<file path="src/sv/ebs_pkg.sv">
package ebs_pkg;

    // Default sizes
    localparam int MAX_ROWS_DEF = 1024;
    localparam int MAX_DIMS_DEF = 16;

    // Field widths fixed by the interface
    localparam int ROW_PORT_W  = 11;
    localparam int COL_PORT_W  = 4;
    localparam int VALUE_W     = 32;
    localparam int FEATURE_W   = 13;
    localparam int DIMS_REG_W  = 5;
    localparam int APB_DATA_W  = 32;
    localparam int APB_ADDR_W  = 3;

    // Register reset values
    localparam logic [ROW_PORT_W-1:0] ROWS_RESET = ROW_PORT_W'(1024);
    localparam logic [DIMS_REG_W-1:0] DIMS_RESET = DIMS_REG_W'(16);

    // Register index, taken from paddr[2]
    localparam logic REG_ROWS_IN_USE = 1'b0;
    localparam logic REG_DIMS_IN_USE = 1'b1;

    // Special feature ids
    localparam logic signed [FEATURE_W-1:0] FEATURE_OOV   = -13'sd1;
    localparam logic signed [FEATURE_W-1:0] FEATURE_EMPTY = -13'sd2;

    // Depth of the queue between front and back
    localparam int QUEUE_DEPTH = 4;

    // Command kinds passed from front to back
    typedef logic [1:0] kind_t;
    localparam kind_t KIND_NOP   = 2'd0;
    localparam kind_t KIND_WRITE = 2'd1;
    localparam kind_t KIND_ADD   = 2'd2;

    // Saturating Q8.24 add
    function automatic logic signed [VALUE_W-1:0] sat_add(
        input logic signed [VALUE_W-1:0] a,
        input logic signed [VALUE_W-1:0] b
    );
        logic signed [VALUE_W:0] s;
        logic signed [VALUE_W-1:0] r;
        s = {a[VALUE_W-1], a} + {b[VALUE_W-1], b};
        if (s[VALUE_W] != s[VALUE_W-1])
        begin
            r = s[VALUE_W] ? {1'b1, {(VALUE_W-1){1'b0}}} : {1'b0, {(VALUE_W-1){1'b1}}};
        end
        else
        begin
            r = s[VALUE_W-1:0];
        end
        return r;
    endfunction

endpackage

</file>
<file path="src/sv/ebs_queue.sv">
module ebs_queue #(
    parameter int WIDTH = 8
) (
    input  logic             clk,
    input  logic             rst_n,
    input  logic             push,
    output logic             full,
    input  logic [WIDTH-1:0] wdata,
    input  logic             pop,
    output logic             empty,
    output logic [WIDTH-1:0] rdata
);

    localparam int DEPTH = ebs_pkg::QUEUE_DEPTH;
    localparam int PW    = $clog2(DEPTH);
    localparam int CW    = $clog2(DEPTH + 1);

    logic [WIDTH-1:0] entry_reg [DEPTH];
    logic [PW-1:0]    wr_ptr_reg, wr_ptr_next;
    logic [PW-1:0]    rd_ptr_reg, rd_ptr_next;
    logic [CW-1:0]    count_reg, count_next;
    logic             do_push, do_pop;

    assign full    = (count_reg == CW'(DEPTH));
    assign empty   = (count_reg == '0);
    assign do_push = push && !full;
    assign do_pop  = pop && !empty;
    assign rdata   = entry_reg[rd_ptr_reg];

    // Pointer and count update
    always_comb
    begin
        wr_ptr_next = wr_ptr_reg;
        rd_ptr_next = rd_ptr_reg;
        count_next  = count_reg;
        if (do_push)
        begin
            wr_ptr_next = (wr_ptr_reg == PW'(DEPTH - 1)) ? '0 : wr_ptr_reg + PW'(1);
        end
        if (do_pop)
        begin
            rd_ptr_next = (rd_ptr_reg == PW'(DEPTH - 1)) ? '0 : rd_ptr_reg + PW'(1);
        end
        if (do_push && !do_pop)
        begin
            count_next = count_reg + CW'(1);
        end
        else if (do_pop && !do_push)
        begin
            count_next = count_reg - CW'(1);
        end
    end

    always_ff @(posedge clk or negedge rst_n)
    begin
        if (!rst_n)
        begin
            wr_ptr_reg <= '0;
            rd_ptr_reg <= '0;
            count_reg  <= '0;
        end
        else
        begin
            wr_ptr_reg <= wr_ptr_next;
            rd_ptr_reg <= rd_ptr_next;
            count_reg  <= count_next;
        end
    end

    // Entry storage
    always_ff @(posedge clk)
    begin
        if (do_push)
        begin
            entry_reg[wr_ptr_reg] <= wdata;
        end
    end

endmodule

</file>
<file path="config.mk">
export PLATFORM = sky130hd
export DESIGN_NAME = ebs_queue
export DESIGN_NICKNAME = d
export VERILOG_FILES = /design/src/sv/ebs_pkg.sv /design/src/sv/ebs_queue.sv
export SDC_FILE = /design/constraint.sdc
export NUM_CORES = 1
export LEC_CHECK = 0
export ABC_CLOCK_PERIOD_IN_PS = 2520
export BUFFER_PORTS_ARGS = -buffer_cell sky130_fd_sc_hd__buf_2
export CAP_MARGIN = 5
export CORE_MARGIN = 1.5
export CORE_UTILIZATION = 39
export CTS_CLUSTER_SIZE = 12
export DETAILED_ROUTE_END_ITERATION = 6
export SYNTH_ARGS = -nofsm -noshare
export SYNTH_HDL_FRONTEND = slang
export SYNTH_SLANG_ARGS = --single-unit
export TNS_END_PERCENT = 10
</file>
<file path="constraint.sdc">
create_clock -name clk -period 2.52 [get_ports clk]
set_input_delay 0.126 -clock clk [delete_from_list [all_inputs] [get_ports clk]]
set_output_delay 0.126 -clock clk [all_outputs]
set_load 0.1 [all_outputs]
</file>
* Yosys cells after proc, flatten, opt, wreduce, memory -nomap -nowiden *
Memories as Yosys holds them, arrays and structs flattened.
Index checks and enable logic that the tools add are counted.

word-level totals
  bits in writable memories = 32
  output and inout bits = 10
  memories kept = 1
  flip-flop bits (word level) = 7
  logic and storage cells = 27

memory list
  memory     words  width  rd ports  clocked after memory_dff  write ports  RTL line         source
  entry_reg  4      8      1         0                         1            ebs_queue.sv:18  logic [WIDTH-1:0] entry_reg [DEPTH];

operators by class
  $add $sub $neg = 4
  reductions and logical operators = 10
  equal/unequal tests = 3
  muxes and demuxes = 6

operator list
  cell                                                                 number
  3-bit two-way mux                                                    2
  2-bit by 1-bit adder with 2-bit output (second input constant)       2
  2-bit == test (second input constant)                                2
  1-bit logical AND                                                    4
  1-bit logical NOT                                                    4
  2-bit two-way mux                                                    2
  3-bit by 1-bit adder with 3-bit output (second input constant)       1
  3-bit == test (second input constant)                                1
  3-bit logical NOT                                                    1
  3-bit by 1-bit subtractor with 3-bit output (second input constant)  1
  1-bit two-way mux                                                    2
  2-bit nonzero test                                                   1

* Depth between registers and ports, before layout *
  depth after elaboration = 7
  mapped depth = 9
  mapped depth without buffers = 8

* Least setup slack after synthesis *
OpenSTA, ideal clock, no wires.

  path kind = reg2reg
  start = register count_reg[0]
  end = register count_reg[2]
  path buffers = 0
  period minus slack after synthesis = 4121 ps
  stages on the path, launching flop included = 9
  setup time = 79 ps
  path slack = -1601 ps
  arrival time = 4042 ps
  cell sequence = dfrtp_1 nor3_1 nand2b_4 ha_1 inv_1 fa_1 xor2_1 nor2_1 xor2_1

between the ends
  word-level cells in the longest chain between the ends = 6

RTL lines
  item                                                            RTL line         source
  start, declared                                                 ebs_queue.sv:21  logic [CW-1:0] count_reg, count_next;
  start signal, assigned                                          ebs_queue.sv:66  count_reg <= count_next;
  3-bit logical NOT (*)                                           ebs_queue.sv:25  assign empty = (count_reg == '0);
  named net empty                                                 ebs_queue.sv:10  output logic empty,
  1-bit logical NOT (*)                                           ebs_queue.sv:27  assign do_pop = pop && !empty;
  1-bit logical AND (*)                                           ebs_queue.sv:27
  1-bit logical NOT                                               ebs_queue.sv:44  if (do_push && !do_pop)
  1-bit logical AND                                               ebs_queue.sv:44
  3-bit two-way mux / 2-bit nonzero test (equally long branches)  --

The timed path passes the listed nets; every way through them passes the cells marked *. The select of a mux whose other input is x is not followed.
A chain may end at the register's enable or synchronous reset.

* Final worst setup path *
  start = register rd_ptr_reg[0]
  end = output port rdata[2]

between the ends
  word-level cells in the longest chain between the ends = 1

RTL lines
  item                    RTL line         source
  start, declared         ebs_queue.sv:20  logic [PW-1:0] rd_ptr_reg, rd_ptr_next;
  start signal, assigned  ebs_queue.sv:65  rd_ptr_reg <= rd_ptr_next;
  memory 4 x 8 bit        --
  end, declared           ebs_queue.sv:11  output logic [WIDTH-1:0] rdata

Every way passes these cells.

==> impl_metrics.toml <==
[status]
status = "finished clean"

[synthesis]
synth_cells = 79
syn_avg_cell_area_um2 = 20.5
synthAdderAreaFrac = 0.0587
synth-compound-area-share = 0
synth.yosys.seq_area_share = 0.701
synthesis.nets = 98
synth_top_area_frac = 0.593
ys_types = 19
synth_warnings = 0
synth_xor_area_frac = 0.0162
yosysTopAreaCell = "edfxtp_1"
syn_area_um2 = 1620
yosys.area_share.simple = 0.0541
synth_mux_area_frac = 0.151
synth_seq_cells = 39
synth_top_family_by_area = "multiplexers"
yosys-top-cells-area = "edfxtp_1 59%, mux4_2 11%, dfrtp_1 11%"

[worst_setup_path]
critPathBufInv = 1
slowest_stage = "dfrtp_1"
rr_worst_depth = 8
critPathKind = "reg2out"
cp_cell_sequence = "mux4_2 > buf_2"
cp.required_ns = 2.39
r2r-start = "count_reg[2]"
cp.arrival_ns = 1.92
r2r_slack_ns = 0.48
crit_path_end_kind = "output port"
cp-start-kind = "flop"
cp_slowest_stage_delay_ns = 0.74
critical_path.top_delay_family = "flip-flops"
crit_fanout = 11
r2r-end = "count_reg[2]"

[timing]
rsz0062_at_grt = "false"
holdWs_ns = 0.0510
fin_crit_sh = 0.812
post-route-min-period_ns = 2.05
tightest_slew_ns = 0.620
finalHoldViolations = 0
fmax_ghz = 0.489
setup_violations = 0
slew_headroom = 0.586
report.final.slew_viol_count = 0
fin_skew_ns = 0.00603

[global_route]
first_global_vias = 759
antenna_found_initial = 0
gr-usage-all-layers = 0.121
grt_pass1_wl_mm = 3.66
grt_max_degree = 14
gr-total-overflow = 0

[floorplan]
die_w_um = 67.5
die_h_um = 67.5
die_area_um2 = 4550
io_pins = 22
start_util = 0.405
core_area_um2 = 4000
num_rows = 23

[clock_tree]
cts_root_buffer = "clkbuf_8"
cts.sinks = 39
cts_buffers = 5
clkSlewWorstSetupHoldPaths_ns = 0.07
htreeDepth = 2
post_cts_resized = 0
clk_latency_ns = 0.28
cts_tree = "built"
clockBufferDepth = 2

[layout]
final_common_cell = "edfxtp_1"
n_antenna_cell = 0
most-common-layout-cells = "32 x edfxtp_1, 21 x buf_2, 8 x mux4_2, 6 x dfrtp_1"
area_growth_pct = 16.8
largest_register_ff_count = 32
drive_above_1_share = 0.481
final_nets = 124

[detailed_routing]
postRouteAntennaNets = 0
drc_errors = 0
via_per_inst = 4.83
drt_pass1_iterations = 3
first_iter_violations = 37
wl_per_cell_um = 15.6
vias = 754
finalWirelength_mm = 2.44

[run]
maxCapViolations = 0

[placement]
gp_congestion = 0.620
portBuffers = 21
dpl.hpwl_mm = 1.69

[hold_path]
holdPathEnd = "entry_reg[0][6]"
min_from = "wdata[6]"
min_path_type = "in2reg"
hold-path-cell-count = 1
-- what timing repair did --
item,4_1_cts,5_1_grt
endpoints found under the setup margin,0,0
endpoints found under the hold margin,7,0
hold buffers,1,0
buffers inserted,0,0
-- metrics by stage --
step	cells	cell area (um^2)	util	TNS (ns)	setup slack, ns
after floorplan	79	1650	-	-0.124	-0.0667
after global placement	147	1790	0.448	0	0.553
after detailed placement	147	1790	0.448	0	0.480
after CTS	156	1890	0.473	0	0.406
after global routing	156	1890	0.473	0	0.324
final	156	1890	0.473	0	0.473
-- worst max path at each step --
stage                             start      endpoint  depth (start not counted)
after floorplan            count_reg[0]  count_reg[2]                          8
after global placement     count_reg[2]  count_reg[2]                          8
after detailed placement   count_reg[2]  count_reg[2]                          8
after CTS                 rd_ptr_reg[0]      rdata[2]                          2
after global routing       count_reg[2]  count_reg[2]                          8
final                     rd_ptr_reg[0]      rdata[2]                          2
-- synthesized netlist by cell type, drive strengths merged --
cell	count
xor2	2
inv	3
nor2	3
fa	1
and2	4
mux2	5
nor2b	1
edfxtp	32
xnor2	1
mux4	8
buf	3
nor3	1
nand2b	1
ha	6
nor3b	1
dfrtp	7
-- cells by family (layout without fill, tap and decap cells) --
| logic type | Yosys count | in the layout |
|---|---|---|
| DFF | 39 | 39 |
| and+or+nand+nor | 11 | 11 |
| adders and majority gates | 7 | 7 |
| xor gates and xnor gates | 3 | 3 |
| muxes | 13 | 13 |
| buffers and inverters | 6 | 33 |
-- routing by layer --
metal / track usage / share of wire
met1: 0.145 / 0.41
met2: 0.197 / 0.53
met3: 0.0417 / 0.046
met4: 0.0536 / 0.010
met5: 0 / 0
-- cell type report --
class,count,area (um^2)
repair buffers,22,115
inverters,3,11.3
clock inverters,3,20.0
well taps,50,62.6
flip-flops and latches,39,1140
multi-input cells,34,477
clock buffers,5,68.8
fillers,349,2110
Power is left out: the tool's default activity adds up to more than one toggle a clock period on the data nets, which glitch-free logic cannot reach.
