### src/sv/ebs_pkg.sv
package ebs_pkg;

    // Default sizes
    localparam int MAX_ROWS_DEF = 1024;
    localparam int MAX_DIMS_DEF = 16;

    // Field widths fixed by the interface
    localparam int ROW_PORT_W  = 11;
    localparam int COL_PORT_W  = 4;
    localparam int VALUE_W     = 32;
    localparam int FEATURE_W   = 13;
    localparam int DIMS_REG_W  = 5;
    localparam int APB_DATA_W  = 32;
    localparam int APB_ADDR_W  = 3;

    // Register reset values
    localparam logic [ROW_PORT_W-1:0] ROWS_RESET = ROW_PORT_W'(1024);
    localparam logic [DIMS_REG_W-1:0] DIMS_RESET = DIMS_REG_W'(16);

    // Register index, taken from paddr[2]
    localparam logic REG_ROWS_IN_USE = 1'b0;
    localparam logic REG_DIMS_IN_USE = 1'b1;

    // Special feature ids
    localparam logic signed [FEATURE_W-1:0] FEATURE_OOV   = -13'sd1;
    localparam logic signed [FEATURE_W-1:0] FEATURE_EMPTY = -13'sd2;

    // Depth of the queue between front and back
    localparam int QUEUE_DEPTH = 4;

    // Command kinds passed from front to back
    typedef logic [1:0] kind_t;
    localparam kind_t KIND_NOP   = 2'd0;
    localparam kind_t KIND_WRITE = 2'd1;
    localparam kind_t KIND_ADD   = 2'd2;

    // Saturating Q8.24 add
    function automatic logic signed [VALUE_W-1:0] sat_add(
        input logic signed [VALUE_W-1:0] a,
        input logic signed [VALUE_W-1:0] b
    );
        logic signed [VALUE_W:0] s;
        logic signed [VALUE_W-1:0] r;
        s = {a[VALUE_W-1], a} + {b[VALUE_W-1], b};
        if (s[VALUE_W] != s[VALUE_W-1])
        begin
            r = s[VALUE_W] ? {1'b1, {(VALUE_W-1){1'b0}}} : {1'b0, {(VALUE_W-1){1'b1}}};
        end
        else
        begin
            r = s[VALUE_W-1:0];
        end
        return r;
    endfunction

endpackage

### src/sv/ebs_front.sv
module ebs_front #(
    parameter int MAX_ROWS = ebs_pkg::MAX_ROWS_DEF,
    parameter int MAX_DIMS = ebs_pkg::MAX_DIMS_DEF,
    localparam int ROW_W = $clog2(MAX_ROWS + 1),
    localparam int DIM_W = (MAX_DIMS > 1) ? $clog2(MAX_DIMS) : 1,
    localparam int CMD_W = 2 + ROW_W + DIM_W + ebs_pkg::VALUE_W + 2
) (
    input  logic                                clk,
    input  logic                                rst_n,
    // item side
    input  logic                                push,
    output logic                                full,
    input  logic                                opcode,
    input  logic [ebs_pkg::ROW_PORT_W-1:0]      table_row,
    input  logic [ebs_pkg::COL_PORT_W-1:0]      table_column,
    input  logic signed [ebs_pkg::VALUE_W-1:0]  table_value,
    input  logic signed [ebs_pkg::FEATURE_W-1:0] feature_id,
    input  logic                                bag_end,
    // clamped vocabulary size
    input  logic [ROW_W-1:0]                    rows,
    // command queue side
    output logic                                q_push,
    input  logic                                q_full,
    output logic [CMD_W-1:0]                    q_data
);

    typedef struct packed {
        ebs_pkg::kind_t                    kind;
        logic [ROW_W-1:0]                  row;
        logic [DIM_W-1:0]                  col;
        logic [ebs_pkg::VALUE_W-1:0]       value;
        logic                              err;
        logic                              bag_end;
    } cmd_t;

    cmd_t cmd_next, cmd_reg;
    logic stage_valid_reg, stage_valid_next;
    logic accept;

    assign full   = stage_valid_reg && q_full;
    assign accept = push && !full;
    assign q_push = stage_valid_reg && !q_full;
    assign q_data = cmd_reg;

    // Classify the incoming item
    always_comb
    begin
        cmd_next         = '0;
        cmd_next.value   = table_value;
        cmd_next.col     = DIM_W'(table_column);
        if (!opcode)
        begin
            // table write, dropped when outside the table
            if ((int'(table_row) <= MAX_ROWS) && (int'(table_column) < MAX_DIMS))
            begin
                cmd_next.kind = ebs_pkg::KIND_WRITE;
                cmd_next.row  = ROW_W'(table_row);
            end
            else
            begin
                cmd_next.kind = ebs_pkg::KIND_NOP;
            end
        end
        else
        begin
            cmd_next.bag_end = bag_end;
            if (feature_id == ebs_pkg::FEATURE_OOV)
            begin
                cmd_next.kind = ebs_pkg::KIND_ADD;
                cmd_next.row  = rows;
            end
            else if (feature_id == ebs_pkg::FEATURE_EMPTY)
            begin
                cmd_next.kind = ebs_pkg::KIND_NOP;
            end
            else if (feature_id[ebs_pkg::FEATURE_W-1] ||
                     (int'(unsigned'(feature_id)) >= int'(rows)))
            begin
                cmd_next.kind = ebs_pkg::KIND_NOP;
                cmd_next.err  = 1'b1;
            end
            else
            begin
                cmd_next.kind = ebs_pkg::KIND_ADD;
                cmd_next.row  = ROW_W'(unsigned'(feature_id));
            end
        end
    end

    // Stage valid
    always_comb
    begin
        stage_valid_next = stage_valid_reg;
        if (accept)
        begin
            stage_valid_next = 1'b1;
        end
        else if (q_push)
        begin
            stage_valid_next = 1'b0;
        end
    end

    always_ff @(posedge clk or negedge rst_n)
    begin
        if (!rst_n)
        begin
            stage_valid_reg <= 1'b0;
        end
        else
        begin
            stage_valid_reg <= stage_valid_next;
        end
    end

    always_ff @(posedge clk)
    begin
        if (accept)
        begin
            cmd_reg <= cmd_next;
        end
    end

endmodule

### config.mk
export PLATFORM = sky130hd
export DESIGN_NAME = ebs_front
export DESIGN_NICKNAME = d
export VERILOG_FILES = /design/src/sv/ebs_pkg.sv /design/src/sv/ebs_front.sv
export SDC_FILE = /design/constraint.sdc
export NUM_CORES = 1
export LEC_CHECK = 0
export BUFFER_PORTS_ARGS = -buffer_cell sky130_fd_sc_hd__buf_2
export CORE_UTILIZATION = 45
export DETAILED_ROUTE_END_ITERATION = 6
export PLACE_DENSITY_LB_ADDON = 0.08
export SLEW_MARGIN = 20
export SYNTH_ARGS = -nofsm -noshare
export SYNTH_HDL_FRONTEND = slang
export SYNTH_SLANG_ARGS = --single-unit
### constraint.sdc
create_clock -name clk -period 5.9 [get_ports clk]
set_clock_uncertainty 0.2 [all_clocks]
set_input_delay 0.295 -clock clk [delete_from_list [all_inputs] [get_ports clk]]
set_output_delay 0.295 -clock clk [all_outputs]
set_load 0.005 [all_outputs]
### After elaboration in Yosys (flattened, before gate mapping)

Index checks and enable logic that the tools add are counted.

* word-level logic and storage cells: 31
* register bits: 52
* input bits: 77

* muxes and demuxes: 11
* magnitude comparators: 2
* bitwise gates (word level): 1
* eq/ne operators: 2
* reduce and logical (&&, ||, !) cells: 8

Operator list (count)
* 11-bit 2-to-1 mux: 3
* 13-bit 2-to-1 mux: 2
* 13-bit by 1-bit equality test with 1-bit output (second input constant): 1
* 13-bit by 2-bit equality test with 1-bit output (second input constant): 1
* 13-bit by 11-bit >= comparator with 1-bit output: 1
* 11-bit <= comparator (second input constant): 1
* 1-bit 2-to-1 mux: 4
* 2-bit 2-to-1 mux: 2
* 1-bit logical AND: 3
* 3-bit OR reduction: 1
* 1-bit zero test: 2
* 2-bit nonzero test: 1
* 1-bit logical OR: 1
* 1-bit NOT: 1

### Depth between registers and ports, before layout

Gate-level depths: netlist (run 1).

* word-level depth: 6
* depth in mapped cells: 8

### Least setup slack after synthesis (run 1)

No wires, ideal clock.

* kind: register to register
* start point: register stage_valid_reg
* end point: register cmd_reg, in the netlist q_data[0] (enable)
* stages on the path, launching flop included: 3
* data arrival time: 2.823 ns
* slack: 2.411 ns
* data required time: 5.234 ns
* clock period less this slack: 3.489 ns
* path through: dfrtp_1 and2_1 nor2b_1

* longest elaborated chain between the ends: 3

RTL lines
* from (decl): RTL line ebs_front.sv:37 `logic stage_valid_reg, stage_valid_next;`
* from (signal assigned): RTL line ebs_front.sv:112 `stage_valid_reg <= stage_valid_next;`
* 1-bit logical AND: RTL line ebs_front.sv:40 `assign full = stage_valid_reg && q_full;`
* via full: RTL line ebs_front.sv:12 `output logic full,`
* 1-bit zero test: RTL line ebs_front.sv:41 `assign accept = push && !full;`
* 1-bit logical AND: RTL line ebs_front.sv:41
* via accept: RTL line ebs_front.sv:38 `logic accept;`
* to (signal assigned): RTL line ebs_front.sv:120 `cmd_reg <= cmd_next;`
* to (decl): RTL line ebs_front.sv:36 `cmd_t cmd_next, cmd_reg;`

The timed path passes the listed nets, and every way through them passes these cells.
A chain may end at the register's enable or synchronous reset.

### Final worst setup path (run 1)

* start point: input port push
* end point: register cmd_reg, in the netlist q_data[30] (enable)

* longest elaborated chain between the ends: 1

RTL lines
* from (decl): RTL line ebs_front.sv:11 `input logic push,`
* 1-bit logical AND: RTL line ebs_front.sv:41
* via accept: RTL line ebs_front.sv:38

The timed path passes the listed nets, and every way through them passes these cells.

==> flow_summary_export.csv, run 1 <==
group,metric,value,unit
status,outcome,"finished, violations left",
status,violations,"DRC",
power_and_ir_drop,ir_worst_vdd,0.0000942,V
critical_path,crit_fanout,51,
placed_design,port_buffers,129,
power_and_ir_drop,pwr-share-seq,59.3,%
synthesis,async_flop_share,1.92,%
worst_hold_path,holdCritStartpoint,"bag_end",
critical_path,worst-path-buf-inv,3,
power_and_ir_drop,powerDensity,222,mW/mm^2
job,maxCapViolCount,0,
finish,largest_reg_flops,51,
die,start_util,48.0,%
power_and_ir_drop,switching_share,21.9,%
synthesis,synth-xor-area-share,0,%
route,postRouteAntennaNets,0,
sta,relSlewSlack,58.8,%
synthesis,netlist_instances,147,
synthesis,netlist_area,0.00213,sq mm
synthesis,synth_ff_type,"edfxtp_1",
finish,drive_gt1_share,44.2,%
finish,synthToLayoutAreaGrowth,55.0,%
clock_tree,cts_tree,"yes",
clock_tree,cts-root-buf,"clkbuf_8",
route,via_count,1840,
global_route,grt_pass1_vias,1758,
die,rows,24,
sta,setup_viol,0,
global_route,grt_pass1_wl,8700,microns
critical_path,worst_path_max_delay_cell,"dlygate4sd3_1",
finish,num-fill-cells,315,
sta,fin_crit,1.84,ns
critical_path,crit_family,"buffers and inverters",
clock_tree,cts_buffer_depth,2,
power_and_ir_drop,p_switching,0.161,mW
sta,finalCritPeriodShare,31.1,%
sta,tightestPinTransition,0.618,ns
clock_tree,cts_resized,0,
sta,setup-tns-final,0,ns
placed_design,gp_congestion,0.758,
synthesis,ys_ff_latch,52,
synthesis,synth_edf_count,51,
synthesis,synth_compound_area_share,9.03,%
synthesis,synthMuxAreaShare,0,%
die,die_area,0.00502,sq mm
critical_path,critPathKind,"in -> reg",
power_and_ir_drop,p_comb_share,15.3,%
power_and_ir_drop,internal_power,0.574,mW
critical_path,path_cells,"dlygate4sd3_1 > buf_2 > nor2b_4 > buf_4",
critical_path,critPathMaxStageDelay,0.53,ns
sta,slew_viol_final,0,
route,wire_per_inst,14.7,microns
global_route,track_usage,23.0,%
finish,regArea,0.00156,sq mm
global_route,overflow,0,
global_route,grt_max_degree,52,
finish,multi_input_area,522,sq um
clock_tree,worstSkewPairLatency,0.29,ns
die,die_w,70.9,microns
clock_tree,ctsHoldBuffers,38,
sta,hold_viol,0,
clock_tree,post-cts-setup-buffers,0,
synthesis,synth_top_family_by_area,"compound AO/OA/AOI/OAI gates",
sta,fmax,544,MHz
worst_hold_path,min_to,"q_data[0]",
critical_path,required,5.63,ns
sta,rsz0062_at_grt,"false",
synthesis,synth_nets,235,
route,drc,24,
die,io_pins,130,
clock_tree,htree_num_levels,2,
synthesis,synth_area_leaders,"edfxtp_1, ha_1, o21ai_0, nand2_1, inv_1",
sta,fin_ws,4.06,ns
clock_tree,numCtsBuffers,5,
synthesis,synth.top_cell.area_share,71.7,%
finish,mostFrequentLayoutCells,"buf_2, edfxtp_1, dlygate4sd3_1",
die,core,0.00444,sq mm
synthesis,seq_area_frac_synth,72.9,%
finish,antenna_cells,0,
die,die_h,70.9,microns
critical_path,worstRegToRegCells,3,
power_and_ir_drop,p_leak,1.48,nW
worst_hold_path,hold_depth,2,
synthesis,yosysWarnings,0,
synthesis,synth-simple-area-share,8.62,%
clock_tree,clkTransAtPathRegs,0.08,ns
power_and_ir_drop,clkPwrFrac,25.5,%
placed_design,hpwl,3740,microns
clock_tree,clkSinkCount,52,
route,firstDrtPassIters,6,
critical_path,end_kind,"flip-flop",
critical_path,worstReg2RegEnd,"q_data[30]",
critical_path,regToRegSetupSlack,4.12,ns
critical_path,rr_startpoint,"stage_valid_reg",
finish,final_common_cell,"buf_2",
route,vias_per_cell,4.93,
route,drtIter0Drc,99,
critical_path,cp.arrival,1.57,ns
synthesis,ys_types,27,
synthesis,yosys.area.top_type,"edfxtp_1",
route,drt_wl_total,5490,microns
global_route,antenna_found_initial,0,
finish,nNetsFinal,408,
synthesis,synthAdderAreaFrac,6.45,%
placed_design,pre_cts_ws,3.81,ns
synthesis,syn_avg_cell_area,14.5,sq um
worst_hold_path,hold_path.class,"in -> reg",
critical_path,startpoint_type,"input port",
[how the worst max path moves through the flow]
| stage | end | start | cells past startpoint |
|---|---|---|---|
| 2_1_floorplan | q_data[0] | stage_valid_reg | 2 |
| 3_3_place_gp | q_data[39] | feature_id[7] | 7 |
| 3_5_place_dp | q_data[39] | feature_id[8] | 7 |
| 4_1_cts | q_data[34] | push | 4 |
| 5_1_grt | q_data[39] | rows[8] | 8 |
| 6_report | q_data[30] | push | 4 |
[routing by layer]
layer / routed length (microns) / GRT usage (%) / part of all wire [%] / up-vias
li1: - / - / - / 895
met3: 447 / 4.56 / 8.1 / 10
met2: 2870 / 42.1 / 52 / 87
met5: 0 / 0 / 0 / -
met1: 2060 / 26.4 / 37 / 848
met4: 117 / 9.33 / 2.1 / 0
[cell usage after synthesis, drive strengths merged (2+ instances only)]
master   n
o21ai   25
inv     13
edfxtp  51
or2      2
a21oi    3
nand4    4
nor4     2
and2     3
nor2b    3
ha      11
nor2     2
o211ai   2
nand2   15
[through the flow]
| step | hold slack [ns] | cell area [sq um] | total power, mW | utilization [%] | cells |
|---|---|---|---|---|---|
| finish | 0.0821 | 3310 | 0.735 | 74.5 | 373 |
| global route | 0.0785 | 3310 | 0.770 | 74.5 | 373 |
| detailed placement | -0.129 | 2850 | 0.536 | 64.0 | 327 |
| CTS | 0.0682 | 3310 | 0.742 | 74.5 | 373 |
| floorplan | -0.201 | 2130 | 0.479 | - | 147 |
| global placement | -0.130 | 2850 | 0.533 | 64.0 | 327 |
[power groups by stage]
stage / registers, mW / logic [mW] / clock network [mW]
after global routing: 0.438 / 0.125 / 0.207
after floorplan: 0.449 / 0.0305 / 0
final: 0.436 / 0.112 / 0.187
after global placement: 0.443 / 0.0898 / 0
after detailed placement: 0.444 / 0.0921 / 0
after CTS: 0.435 / 0.112 / 0.195
[worst register-to-register path: stages (launching register included)]
cell and delay (ns):
dfrtp_1 0.38, and2_1 0.20, nor2b_4 0.10, buf_4 0.51
[logic make-up (layout without fill, tap and decap cells)]
group,count (synthesis),after routing
simple gates,35,35
flops,52,52
compound gates,34,34
buf+inv,15,189
fa+ha+maj,11,11
[layout make-up]
cell class	count	area share (%)
well taps	52	1.97
flip-flops and latches	52	47.0
clock buffers	6	2.19
inverters	13	1.47
multi-input cells	80	15.8
repair buffers	168	31.2
clock inverters	2	0.340
(Power assumes the default switching activity.)
==> run 2, diff against run 1 <==
--- a/config.mk
+++ b/config.mk
@@ -5,6 +5,7 @@
 export SDC_FILE = /design/constraint.sdc
 export NUM_CORES = 1
 export LEC_CHECK = 0
+export ABC_AREA = 1
 export BUFFER_PORTS_ARGS = -buffer_cell sky130_fd_sc_hd__buf_2
 export CORE_UTILIZATION = 45
 export DETAILED_ROUTE_END_ITERATION = 6
==> constraint.sdc (replaced) <==
create_clock -name clk -period 1.9 [get_ports clk]
set_clock_uncertainty 0.2 [all_clocks]
set_input_delay 0.095 -clock clk [delete_from_list [all_inputs] [get_ports clk]]
set_output_delay 0.095 -clock clk [all_outputs]
set_load 0.005 [all_outputs]
==> flow_summary_export.csv, run 2 <==
group,metric,value,unit
status,outcome,"finished clean",
sta,relSlewSlack,75.5,%
finish,largest_reg_flops,51,
synthesis,netlist_area,0.00242,sq mm
route,via_count,2174,
placed_design,pre_cts_ws,0.114,ns
route,vias_per_cell,4.57,
synthesis,yosysMostFrequentCell,"edfxtp_1",
synthesis,synth_ff_type,"edfxtp_1",
finish,antenna_cells,0,
clock_tree,worstSkewPairLatency,0.29,ns
power_and_ir_drop,powerDensity,663,mW/mm^2
critical_path,required,1.87,ns
critical_path,rr_startpoint,"stage_valid_reg",
power_and_ir_drop,p_switching,0.574,mW
power_and_ir_drop,p_leak,1.82,nW
synthesis,synth_edf_count,51,
global_route,antenna_found_initial,0,
route,firstDrtPassIters,5,
synthesis,async_flop_share,1.92,%
critical_path,crit_fanout,5,
worst_hold_path,hold_path.class,"in -> reg",
critical_path,cp.arrival,1.68,ns
synthesis,syn_avg_cell_area,11.1,sq um
placed_design,port_buffers,129,
sta,setup_viol,0,
clock_tree,clkSinkCount,52,
synthesis,synth_nets,306,
critical_path,end_kind,"flip-flop",
sta,rsz0062_at_grt,"false",
sta,setup-tns-final,0,ns
power_and_ir_drop,clkPwrFrac,29.8,%
synthesis,yosys.area.top_type,"edfxtp_1",
clock_tree,htree_num_levels,2,
synthesis,ys_types,23,
sta,finalCritPeriodShare,90.3,%
synthesis,seq_area_frac_synth,64.4,%
sta,tightestPinTransition,0.368,ns
synthesis,synthMuxAreaShare,0,%
die,core,0.00514,sq mm
critical_path,critPathLaunch,"table_row[2]",
finish,nNetsFinal,493,
synthesis,synth-simple-area-share,20.9,%
synthesis,synth-xor-area-share,0,%
sta,whs,0.0345,ns
global_route,grt_pass1_vias,2028,
synthesis,netlist_instances,218,
route,wire_per_inst,12.8,microns
power_and_ir_drop,pwr-share-seq,53.5,%
finish,synthToLayoutAreaGrowth,57.7,%
sta,fin_ws,0.185,ns
power_and_ir_drop,p_comb_share,16.7,%
global_route,overflow,0,
global_route,track_usage,21.4,%
finish,fin_util,74.1,%
clock_tree,cts_tree,"yes",
synthesis,synth_top_family_by_area,"simple AND/OR/NAND/NOR gates",
clock_tree,cts-root-buf,"clkbuf_8",
clock_tree,clkTransAtPathRegs,0.09,ns
clock_tree,cts_buffer_depth,2,
route,drc,0,
critical_path,critPathKind,"in -> reg",
die,io_pins,130,
die,start_util,47.0,%
route,drt_wl_total,6080,microns
synthesis,synth.top_cell.area_share,63.4,%
global_route,grt_pass1_wl,9040,microns
clock_tree,numCtsBuffers,5,
job,maxCapViolCount,0,
sta,fmax,583,MHz
power_and_ir_drop,power,2.53,mW
power_and_ir_drop,internal_power,1.95,mW
synthesis,synth_common_cells,"edfxtp_1, nand2_1, inv_1",
synthesis,yosysWarnings,0,
synthesis,synth_compound_area_share,3.21,%
critical_path,startpoint_type,"input port",
worst_hold_path,holdCritStartpoint,"table_row[10]",
placed_design,hpwl,4120,microns
synthesis,ys_ff_latch,52,
route,postRouteAntennaNets,0,
finish,mostFrequentLayoutCells,"buf_2, dlygate4sd3_1, edfxtp_1",
global_route,grt_max_degree,52,
placed_design,gp_congestion,0.824,
finish,drive_gt1_share,38.4,%
synthesis,synthAdderAreaFrac,5.69,%
finish,final_common_cell,"buf_2",
die,die_area,0.00567,sq mm
power_and_ir_drop,switching_share,22.7,%
sta,fin_crit,1.71,ns
die,rows,26,
sta,slew_viol_final,0,
power_and_ir_drop,ir_worst_vdd,0.000323,V
sta,hold_viol,0,
route,drtIter0Drc,70,
synthesis,synth_area_leaders,"edfxtp_1, nand2_1, ha_1, inv_1, nor2_1",
die,die_h,75.3,microns
die,die_w,75.3,microns
run 2: changes by cell type in the layout (fill, tap and decap cells not counted), moves of 3 or more:
| cell | change |
|---|---|
| a21oi_2 | +3 |
| inv_1 | +21 |
| dlygate4sd3_1 | +13 |
| o21ai_1 | -7 |
| nand2_1 | +30 |
| nand3_2 | +4 |
| nor2_1 | +30 |
| o21ai_0 | -15 |
| nand3_1 | +10 |
run 2: layer usage:
layer	global-route usage [%]	part of all wire, %
met3	3.84	6.6
met1	25.2	41
met5	0	0
met2	39.8	52
met4	6.38	1.2
run 2: area by class of cell:
| class | instances | area [sq um] |
|---|---|---|
| flip-flops and latches | 52 | 1560 |
| clock buffers | 5 | 68.8 |
| multi-input cells | 130 | 744 |
| inverters | 35 | 131 |
| clock inverters | 3 | 46.3 |
| fillers | 375 | 1330 |
| repair buffers | 181 | 1180 |
| well taps | 70 | 87.6 |
run 2: logic make-up (layout without fill, tap and decap cells):
kind of cell               after synthesis  after routing
AOI/OAI and AO/OA                       11             12
adders and majority gates               11             11
buffers and inverters                   37            224
DFF                                     52             52
and+or+nand+nor                        107            107
run 2: power groups by stage:
stage          combinational, mW  clock (mW)  sequential (mW)
6_report                   0.423       0.753             1.35
4_1_cts                    0.419       0.772             1.35
5_1_grt                    0.474       0.803             1.36
2_1_floorplan              0.135           0             1.39
3_5_place_dp               0.336           0             1.38
3_3_place_gp               0.331           0             1.37
run 2: critical path: stages:
cell	delay, ns
dlygate4sd3_1	0.55
buf_2	0.14
nor2_1	0.08
nand2_1	0.07
nor2_1	0.17
nand2_1	0.18
a21oi_4	0.24
nand2_1	0.07
nand2_1	0.08
run 2: worst paths after layout:
path	end	slack (ns)	cells past startpoint
max	q_data[38]	0.19	9
min	q_data[49]	0.03	2
max reg2reg	q_data[25]	0.46	4
min reg2reg	q_data[48]	0.75	4
max in group asynchronous	stage_valid_reg	0.98	3
min in group asynchronous	stage_valid_reg	0.42	3
run 2: what timing repair did:
item	CTS	global route
setup endpoints to repair	0	4
setup buffers	0	0
hold buffers	51	0
endpoints found under the hold margin	49	0
gates resized for setup	0	1
run 2: metrics by stage:
stage	std cells	cell area [sq um]
finish	476	3810
global route	476	3810
CTS	475	3790
global placement	416	3170
floorplan	218	2420
detailed placement	416	3170
==> run 3, diff against run 2 <==
--- a/config.mk
+++ b/config.mk
@@ -7,6 +7,7 @@
 export LEC_CHECK = 0
 export ABC_AREA = 1
 export BUFFER_PORTS_ARGS = -buffer_cell sky130_fd_sc_hd__buf_2
+export CORE_ASPECT_RATIO = 1.4
 export CORE_UTILIZATION = 45
 export DETAILED_ROUTE_END_ITERATION = 6
 export PLACE_DENSITY_LB_ADDON = 0.08
==> flow_summary_export.csv, run 3 (synthesis results as in run 2) <==
group,metric,value,unit
critical_path,worst-path-buf-inv,2,
critical_path,worst_path_max_delay_cell,"dlygate4sd3_1",
die,die_w,63.9,microns
clock_tree,numCtsBuffers,5,
critical_path,critPathMaxStageDelay,0.55,ns
finish,synthToLayoutAreaGrowth,57.2,%
die,core,0.00516,sq mm
global_route,grt_max_degree,52,
finish,antenna_cells,0,
finish,largest_reg_flops,51,
critical_path,crit_fanout,10,
worst_hold_path,hold_depth,5,
critical_path,path_cells,"dlygate4sd3_1 > buf_2 > nor2_1 > nand2_1 > nor2_1 > nand2_1 > a21oi_4 > nand2_1 > nand2_1",
sta,setup-tns-final,0,ns
die,io_pins,130,
die,rows,31,
route,postRouteAntennaNets,0,
route,drtIter0Drc,56,
critical_path,critPathKind,"in -> reg",
clock_tree,clkSinkCount,52,
clock_tree,cts_resized,0,
finish,fin_util,73.7,%
critical_path,crit_top_cell,"nand2_1",
placed_design,gp_congestion,0.819,
sta,setup_viol,0,
job,maxCapViolCount,0,
power_and_ir_drop,p_leak,1.82,nW
finish,multi_input_area,728,sq um
clock_tree,post-cts-setup-buffers,0,
route,via_count,2175,
global_route,antenna_found_initial,0,
sta,finalCritPeriodShare,93.4,%
die,die_area,0.00567,sq mm
critical_path,worstRegToRegCells,4,
route,vias_per_cell,4.61,
power_and_ir_drop,ir_worst_vdd,0.000390,V
global_route,track_usage,21.4,%
sta,relSlewSlack,78.8,%
route,drc,0,
critical_path,end_kind,"flip-flop",
critical_path,regToRegSetupSlack,0.46,ns
route,firstDrtPassIters,4,
worst_hold_path,hold_path.class,"in -> reg",
status,outcome,"finished clean",
global_route,grt_pass1_vias,2117,
clock_tree,htree_num_levels,2,
critical_path,cp.arrival,1.74,ns
finish,num-fill-cells,378,
placed_design,port_buffers,129,
sta,fmax,564,MHz
clock_tree,cts_buffer_depth,2,
die,start_util,46.9,%
sta,tightestPinTransition,0.319,ns
route,wire_per_inst,12.6,microns
critical_path,rr_startpoint,"stage_valid_reg",
critical_path,crit_family,"buffers and inverters",
finish,final_common_cell,"buf_2",
clock_tree,clkTransAtPathRegs,0.09,ns
worst_hold_path,holdCritStartpoint,"rows[0]",
worst_hold_path,min_to,"q_data[38]",
global_route,grt_pass1_wl,9090,microns
global_route,overflow,0,
clock_tree,worstSkewPairLatency,0.29,ns
finish,mostFrequentLayoutCells,"buf_2, dlygate4sd3_1, edfxtp_1",
finish,drive_gt1_share,38.2,%
sta,fin_crit,1.77,ns
die,die_h,88.7,microns
sta,slew_viol_final,0,
sta,rsz0062_at_grt,"false",
finish,regArea,0.00156,sq mm
clock_tree,cts-root-buf,"clkbuf_8",
critical_path,worstReg2RegEnd,"q_data[9]",
placed_design,hpwl,4140,microns
clock_tree,cts_tree,"yes",
power_and_ir_drop,powerDensity,663,mW/mm^2
sta,hold_viol,0,
critical_path,required,1.87,ns
critical_path,startpoint_type,"input port",
route,drt_wl_total,5950,microns
finish,nNetsFinal,493,
[run 3: cell count changes in the layout (fill, tap and decap cells not counted), sizes merged]
cell	delta
dlygate4sd3	+1
a21oi	-1
[run 3: worst reg2reg max path, cell delays in order, from the launching register on]
cell and delay [ns]:
dfrtp_1 0.39, nand2_1 0.08, inv_1 0.07, nor2_4 0.10, buf_12 0.25
[run 3: worst max path at each step]
| stage | start | to | slack, ns | cells past startpoint |
|---|---|---|---|---|
| after floorplan | stage_valid_reg | q_data[0] | 0.02 | 3 |
| after global placement | feature_id[8] | q_data[50] | 0.16 | 10 |
| after detailed placement | feature_id[4] | q_data[50] | 0.15 | 10 |
| after CTS | table_row[1] | q_data[40] | 0.13 | 9 |
| after global routing | table_row[4] | q_data[39] | 0.03 | 9 |
| final | table_row[2] | q_data[40] | 0.13 | 9 |
[run 3: metrics by stage]
stage | worst slack, ns | area, sq um | hold WS, ns | power, mW | cells
floorplan | 0.0240 | 2420 | -0.401 | 1.52 | 218
global placement | 0.155 | 3160 | -0.329 | 1.70 | 412
detailed placement | 0.149 | 3160 | -0.330 | 1.71 | 412
CTS | 0.126 | 3800 | 0.0261 | 2.55 | 472
global route | 0.0271 | 3800 | 0.0466 | 2.63 | 472
finish | 0.126 | 3800 | 0.0267 | 2.52 | 472
[run 3: timing repair]
item / 4_1_cts / 5_1_grt
endpoints found under the hold margin: 50 / 0
hold buffers: 52 / 0
setup endpoints to repair: 0 / 0
[run 3: cell type report]
class	count	share of cell area, %
Tap cell	66	2.17
Clock buffer	5	1.81
Sequential cell	52	41.0
Clock inverter	3	1.22
Multi-Input combinational cell	129	19.2
Inverter	35	3.46
Timing Repair Buffer	182	31.2
[run 3: power breakdown]
part / switching, mW / internal (mW) / leakage [nW] / total, mW
sequential: 0.0142 / 1.34 / 0.502 / 1.35
combinational: 0.199 / 0.221 / 1.26 / 0.421
clock: 0.351 / 0.397 / 0.0548 / 0.748
[run 3: layer usage]
| metal | up-vias | global-route usage, % | routed length (microns) |
|---|---|---|---|
| met5 | - | 0 | 0 |
| met4 | 0 | 8.26 | 106 |
| met3 | 10 | 2.71 | 282 |
| met2 | 76 | 42.8 | 3360 |
| met1 | 990 | 22.2 | 2210 |
| li1 | 1099 | - | - |
